## src/rtl/core/csr_spmv_pkg.sv

```systemverilog
`default_nettype none
// ----------------------------------------------------------------------------
// csr_spmv_pkg
// Shared constants and types for the CSR sparse matrix-vector multiplier.
// ----------------------------------------------------------------------------
package csr_spmv_pkg;

    localparam int VECTOR_DEPTH   = 4096;
    localparam int VEC_ADDR_W     = $clog2(VECTOR_DEPTH);
    localparam int ROW_INDEX_BITS = 16;

    // index zero-extended wide enough to compare against any depth
    localparam int IDX_WIDE_W = 17;

    localparam logic [12:0] COLS_RESET = 13'd4096;

    typedef enum logic [1:0] {
        FUNC_VEC_WR    = 2'd0,
        FUNC_NONZERO   = 2'd1,
        FUNC_EMPTY_ROW = 2'd2
    } t_func;

    typedef logic [ROW_INDEX_BITS-1:0] t_row_cnt;

    // control that rides along with one beat into the multiply-accumulate
    typedef struct packed {
        logic nonzero;
        logic col_ok;
        logic emit;
    } t_mac_op;

endpackage
`default_nettype wire

```

## src/rtl/core/csr_spmv_mac.sv

```systemverilog
`default_nettype none
// ----------------------------------------------------------------------------
// csr_spmv_mac
// Multiply stage, saturating row accumulator and registered result beat.
// ----------------------------------------------------------------------------
module csr_spmv_mac (
    input  wire logic                   i_clk,
    input  wire logic                   i_rst_n,
    input  wire logic                   i_valid,
    output logic                        o_ready,
    input  wire csr_spmv_pkg::t_mac_op  i_op,
    input  wire logic signed [31:0]     i_mat,
    input  wire logic signed [31:0]     i_vec,
    output logic                        o_out_valid,
    input  wire logic                   i_out_ready,
    output logic [15:0]                 o_row_index,
    output logic signed [63:0]          o_row_sum,
    output logic                        o_column_error
);
    import csr_spmv_pkg::*;

    logic               r_s2_valid;
    t_mac_op            r_s2_op;
    logic signed [63:0] r_s2_prod;

    logic signed [63:0] r_acc;
    logic signed [63:0] n_acc;
    logic signed [63:0] w_sum;
    logic signed [63:0] w_acc_upd;
    logic               r_err;
    logic               n_err;
    logic               w_err_upd;
    t_row_cnt           r_row_cnt;
    t_row_cnt           n_row_cnt;
    logic [31:0]        w_row_wide;

    logic               r_out_valid;
    logic               n_out_valid;
    logic [15:0]        r_out_row;
    logic signed [63:0] r_out_sum;
    logic               r_out_err;

    logic               w_go;
    logic               w_fire;

    // an emitting beat waits only for room in the result register
    assign w_go    = !r_s2_op.emit || !r_out_valid || i_out_ready;
    assign o_ready = !r_s2_valid || w_go;
    assign w_fire  = r_s2_valid && w_go;

    always_ff @(posedge i_clk) begin
        if (!i_rst_n) begin
            r_s2_valid <= 1'b0;
        end else if (o_ready) begin
            r_s2_valid <= i_valid;
        end
    end

    // 32x32 signed product; zero when the beat adds nothing to the row
    always_ff @(posedge i_clk) begin
        if (o_ready && i_valid) begin
            r_s2_op   <= i_op;
            r_s2_prod <= (i_op.nonzero && i_op.col_ok) ? 64'(i_mat) * 64'(i_vec) : '0;
        end
    end

    // saturating add of the product
    always_comb begin
        w_sum = r_acc + r_s2_prod;
        if (r_acc[63] == r_s2_prod[63] && w_sum[63] != r_acc[63]) begin
            w_sum = r_acc[63] ? {1'b1, 63'd0} : {1'b0, {63{1'b1}}};
        end
    end

    assign w_acc_upd  = (r_s2_op.nonzero && r_s2_op.col_ok) ? w_sum : r_acc;
    assign w_err_upd  = r_err | (r_s2_op.nonzero & ~r_s2_op.col_ok);
    assign w_row_wide = 32'(r_row_cnt);

    always_comb begin
        n_acc       = r_acc;
        n_err       = r_err;
        n_row_cnt   = r_row_cnt;
        n_out_valid = r_out_valid && !i_out_ready;
        if (w_fire) begin
            if (r_s2_op.emit) begin
                n_acc       = '0;
                n_err       = 1'b0;
                n_row_cnt   = r_row_cnt + t_row_cnt'(1);
                n_out_valid = 1'b1;
            end else begin
                n_acc = w_acc_upd;
                n_err = w_err_upd;
            end
        end
    end

    always_ff @(posedge i_clk) begin
        if (!i_rst_n) begin
            r_acc       <= '0;
            r_err       <= 1'b0;
            r_row_cnt   <= '0;
            r_out_valid <= 1'b0;
        end else begin
            r_acc       <= n_acc;
            r_err       <= n_err;
            r_row_cnt   <= n_row_cnt;
            r_out_valid <= n_out_valid;
        end
    end

    always_ff @(posedge i_clk) begin
        if (w_fire && r_s2_op.emit) begin
            r_out_row <= w_row_wide[15:0];
            r_out_sum <= w_acc_upd;
            r_out_err <= w_err_upd;
        end
    end

    assign o_out_valid    = r_out_valid;
    assign o_row_index    = r_out_row;
    assign o_row_sum      = r_out_sum;
    assign o_column_error = r_out_err;

`ifndef SYNTH
    a_emit_clears_row: assert property (@(posedge i_clk) disable iff (!i_rst_n)
        w_fire && r_s2_op.emit |=> r_out_valid && r_acc == '0 && !r_err)
        else $error("row state not cleared after emit");

    a_emit_bumps_count: assert property (@(posedge i_clk) disable iff (!i_rst_n)
        w_fire && r_s2_op.emit |=> r_row_cnt == $past(r_row_cnt) + t_row_cnt'(1))
        else $error("row counter did not advance on emit");

    a_stall_holds_mac: assert property (@(posedge i_clk) disable iff (!i_rst_n)
        r_s2_valid && !w_go |=> r_s2_valid && $stable(r_s2_prod) && $stable(r_acc))
        else $error("product stage or accumulator moved while stalled");
`endif

endmodule
`default_nettype wire

```

## config.mk

```make
export PLATFORM = sky130hd
export DESIGN_NAME = csr_spmv_mac
export DESIGN_NICKNAME = d
export VERILOG_FILES = /design/src/rtl/core/csr_spmv_pkg.sv /design/src/rtl/core/csr_spmv_mac.sv
export SDC_FILE = /design/constraint.sdc
export NUM_CORES = 2
export LEC_CHECK = 0
export ABC_AREA = 0
export BUFFER_PORTS_ARGS = -buffer_cell sky130_fd_sc_hd__buf_2
export CORE_ASPECT_RATIO = 0.75
export CORE_MARGIN = 2
export CORE_UTILIZATION = 50
export DETAILED_ROUTE_END_ITERATION = 10
export PLACE_DENSITY = 0.66
export SLEW_MARGIN = 10
export SYNTH_ARGS = -nofsm -noshare
export SYNTH_HDL_FRONTEND = slang
export SYNTH_SLANG_ARGS = --single-unit
```

## constraint.sdc

```tcl
create_clock -name i_clk -period 10.5 [get_ports i_clk]
set_input_delay 2.1 -clock i_clk [delete_from_list [all_inputs] [get_ports i_clk]]
set_output_delay 2.1 -clock i_clk [all_outputs]
set_load 0.01 [all_outputs]
```

Word level (Yosys, flattened, before mapping) --
Index checks and enable logic that the tools add are counted. Widths: inputs -> output; s select.
Storage, ports and cells: input port bits 71, output and inout port bits 83, register bits 231, word-level logic and storage cells 42
Cells by class: reductions and logical operators 15, multipliers 1, muxes and demuxes 7, add/subtract/negate cells 2, bitwise operators 3, equal/unequal tests 2
Operators with widths (count):
- $mux 64 | 4
- $add 64x64->64 | 1
- $mul 32x32->64 | 1
- $add 16x1->16 const B | 1
- $logic_and 1x1->1 | 7
- $logic_not 1->1 | 4
- $logic_or 1x1->1 | 3
- $mux 1 | 3
- $reduce_and 2->1 | 1
- $and 1x1->1 | 1
- $eq 1x1->1 | 1
- $ne 1x1->1 | 1
- $not 1->1 | 1
- $or 1x1->1 | 1

Depth between registers and ports, before layout --
word-level depth 6, mapped depth 31, depth with buffers taken out 29

Worst setup path after synthesis --
OpenSTA, ideal clock, no wires.
path kind input port to flip-flop, from input i_mat[31], to register r_s2_prod[62] (data pin), library setup time 266 ps, stages 27, path slack 609 ps, data required time 10234 ps, buffers on the path 2, arrival 9625 ps, cell sequence clkbuf_1 nand2_1 inv_1 fa_1 inv_1 fa_1 fa_1 inv_1 fa_1 inv_1 fa_1 inv_1 fa_1 fa_1 fa_1 ha_1 clkbuf_1 and3_1 nor2b_1 and3_1 o41ai_1 nand2_1 o21ai_1 o21ai_1 a221oi_2 xor2_1 nor2_1
On the way: word-level cells in the longest chain between the ends 1
RTL lines:
- start, declared | RTL line csr_spmv_mac.sv:12 | input wire logic signed [31:0] i_mat,
- $mul 32x32->64 | RTL line csr_spmv_mac.sv:63 | r_s2_prod <= (i_op.nonzero && i_op.col_ok) ? 64'(i_mat) * 64'(i_vec) : '0;
- end signal, assigned | RTL line csr_spmv_mac.sv:63
- end, declared | RTL line csr_spmv_mac.sv:24 | logic signed [63:0] r_s2_prod;
Every way passes these cells. A chain may end at the register's enable or synchronous reset.

Final worst setup path --
from input i_vec[14], to register r_s2_prod[63] (data pin)
On the way: word-level cells in the longest chain between the ends 1
RTL lines:
- start, declared | RTL line csr_spmv_mac.sv:13 | input wire logic signed [31:0] i_vec,
- $mul 32x32->64 | RTL line csr_spmv_mac.sv:63
Every way passes these cells.

==> out/results.tsv <==
stage	metric	value	unit
logic_synthesis	synth_warnings	0	
clock_tree	cts_made_buffers	21	
sta	timing.fmax	103	MHz
setup_path	critPathLaunchType	primary input	
floorplanning	rows	99	
logic_synthesis	avgSynthCellArea	9.47	sq um
floorplanning	core-area	96900	sq um
clock_tree	clk_pin_slew	70	ps
clock_tree	clock_sinks	231	
sta	slew_headroom	30.0	%
logic_synthesis	synth.most_common_cell	fa_1	
sta	tightest_slew	1050	ps
setup_path	cp_data_arrival_time	9950	ps
detailed_routing	vias	35200	
clock_tree	cts_setup_buffers	0	
placement	gp_congestion	0.918	
logic_synthesis	yosysUniqueCellTypes	85	
setup_path	cp.required	10740	ps
logic_synthesis	yosysTopAreaCell	fa_1	
detailed_routing	wl_per_cell	19.8	um
outcome	outcome	complete, no violations	
sta	hold_violations	0	
global_routing	grt_first_pass_wirelength	213000	um
setup_path	worst_setup_path_end_kind	register	
detailed_routing	via_per_inst	5.46	
detailed_routing	drcViolationCount	0	
setup_path	worstSetupPathType	in -> reg	
finish	syn_to_final_growth	5.28	%
logic_synthesis	synth_edf_count	148	
finish	nets	6523	
detailed_routing	drt-pass1-iter-count	7	
global_routing	track_usage	27.1	%
floorplanning	fp.dieW	364	um
global_routing	grt_remaining_overflow	0	
floorplanning	fp.dieH	274	um
placement	post-place-ws	332	ps
placement	portBuffers	153	
logic_synthesis	async_flop_share	0	%
sta	period_share	92.5	%
logic_synthesis	synth_common_cells	fa_1 (1084), inv_1 (987), nand2_1 (666)	
clock_tree	cts_tree	yes	
hold_path	hp-class	reg -> reg	
logic_synthesis	synthTopCellsByArea	fa_1 (45%), edfxtp_1 (9.1%), inv_1 (7.6%)	
clock_tree	clock_path_buffers	3	
floorplanning	design.portCount	154	
detailed_routing	drt_iter0_markers	2274	
sta	setup-violations-final	0	
clock_tree	cts_root_buffer	clkbuf_16	
setup_path	crit_fanout	32	
floorplanning	start_util	50.3	%
logic_synthesis	synthDominantCellAreaShare	44.5	%
logic_synthesis	seq_area_frac_synth	12.5	%
placement	dp_hpwl	105000	um
global_routing	antenna_found_initial	8	
clock_tree	cts_hold_buffers	0	
global_routing	grt_max_degree	70	
clock_tree	clk-insertion-delay-late	530	ps
global_routing	grt_pass1_vias	38500	
finish	drive_gt1_share	5.92	%
sta	tns	0	ps
logic_synthesis	synth_flop_cell	edfxtp_1	
sta	finClkSkew	19.2	ps
logic_synthesis	syn_nets	6549	
logic_synthesis	ys_ff_latch	231	
sta	finalMaxSlewViolations	0	
logic_synthesis	synthCells	5146	
detailed_routing	drtAntennaViolNets	0	
clock_tree	htreeDepth	1	
sta	rsz0062_at_grt	false	
job	drv_cap	0	
clock_tree	cts_repair_resize_count	0	
logic_synthesis	synth_area	48700	sq um
sta	min_period	9710	ps
sta	fin_ws	788	ps
detailed_routing	drt-total-wl	128000	um
floorplanning	dieArea	100000	sq um
cell usage in the layout, fill, tap and decap left out, types with 6 or more instances in the layout:
cell type,count
fa_1,1084
inv_1,987
nand2_1,665
and2_1,549
ha_1,248
buf_2,153
a21oi_1,150
edfxtp_1,148
nor2_1,146
o21ai_0,114
xnor2_1,87
dfxtp_1,83
buf_4,71
a21o_1,64
nor2b_1,42
xor2_1,39
nand3_1,36
nand4_1,34
nor3_1,33
a22oi_1,30
nand2b_1,26
o21bai_1,24
and3_1,22
o21ai_1,22
o211ai_1,21
clkbuf_16,21
o21a_1,17
a211oi_1,17
a31oi_1,16
a22o_1,15
a21boi_0,10
a32o_1,9
o31ai_1,9
mux2i_1,8
diode_2,7
or3_1,7
a221o_1,6
a211o_1,6
metrics by stage:
step	hold slack (ps)	area, sq um	std cells	utilization (%)
2_1_floorplan	429	48700	5146	-
3_3_place_gp	448	50600	6410	52.2
3_5_place_dp	453	50600	6410	52.2
4_1_cts	474	51300	6448	52.9
5_1_grt	482	51300	6453	52.9
6_report	472	51300	6455	52.9
worst max-delay path, cell delays in order:
cell	delay [ps]
buf_2	590
and2_1	370
fa_1	470
inv_1	190
fa_1	490
fa_1	900
inv_1	230
fa_1	500
fa_1	510
fa_1	510
inv_1	50
fa_1	470
inv_1	50
fa_1	440
ha_1	430
nand4_1	180
nor2_1	230
nand4_1	190
a2111o_1	410
a31oi_1	250
o22a_1	170
xnor2_1	130
nor2_1	60
kinds of logic (layout without fill, tap and decap cells):
kind of cell | after synthesis | after routing | share of synthesized area [%]
AO/OA/AOI/OAI | 596 | 596 | 8.11
buffers and inverters | 1260 | 1249 | 9.84
XOR/XNOR | 126 | 126 | 2.27
AND/OR/NAND/NOR | 1593 | 1593 | 16.2
multiplexers | 8 | 8 | 0.164
other | 0 | 7 | 0
flip-flops | 231 | 231 | 12.5
adder cells (fa/ha/maj) | 1332 | 1332 | 50.9
state kept, by name (all words and copies together), names as in the netlist:
signal and cells:
r_err 1, r_s2_prod 64, o_row_index 16, o_column_error 1, r_row_cnt 16, o_out_valid 1
r_acc 64, o_row_sum 64, r_s2_valid 1, r_s2_op 3
cell type report:
| type | instances | area, sq um |
|---|---|---|
| Multi-Input combinational cell | 3655 | 37800 |
| Sequential cell | 231 | 6110 |
| Clock inverter | 12 | 106 |
| Clock buffer | 26 | 564 |
| Antenna cell | 7 | 17.5 |
| Inverter | 987 | 3700 |
| Fill cell | 8971 | 45600 |
| Tap cell | 1313 | 1640 |
| Timing Repair Buffer | 224 | 1300 |
path summary, 6_finish.rpt:
path	from	to	slack (ps)	cells past startpoint
worst max register to register	r_s2_prod[26]	r_acc[45]	4670	18
worst min register to register	r_row_cnt[10]	o_row_index[10]	470	0
worst max-delay path	i_vec[14]	r_s2_prod[63]	790	23
worst min-delay path	r_row_cnt[10]	o_row_index[10]	470	0
layer usage:
| layer | part of all wire (%) | GRT usage (%) |
|---|---|---|
| met3 | 6.1 | 3.13 |
| met5 | 0.021 | 0 |
| met2 | 47 | 44.2 |
| met4 | 2.4 | 6.51 |
| met1 | 45 | 38.9 |
Power is left out: the tool's default activity adds up to more than one toggle a clock period on the data nets, which glitch-free logic cannot reach.
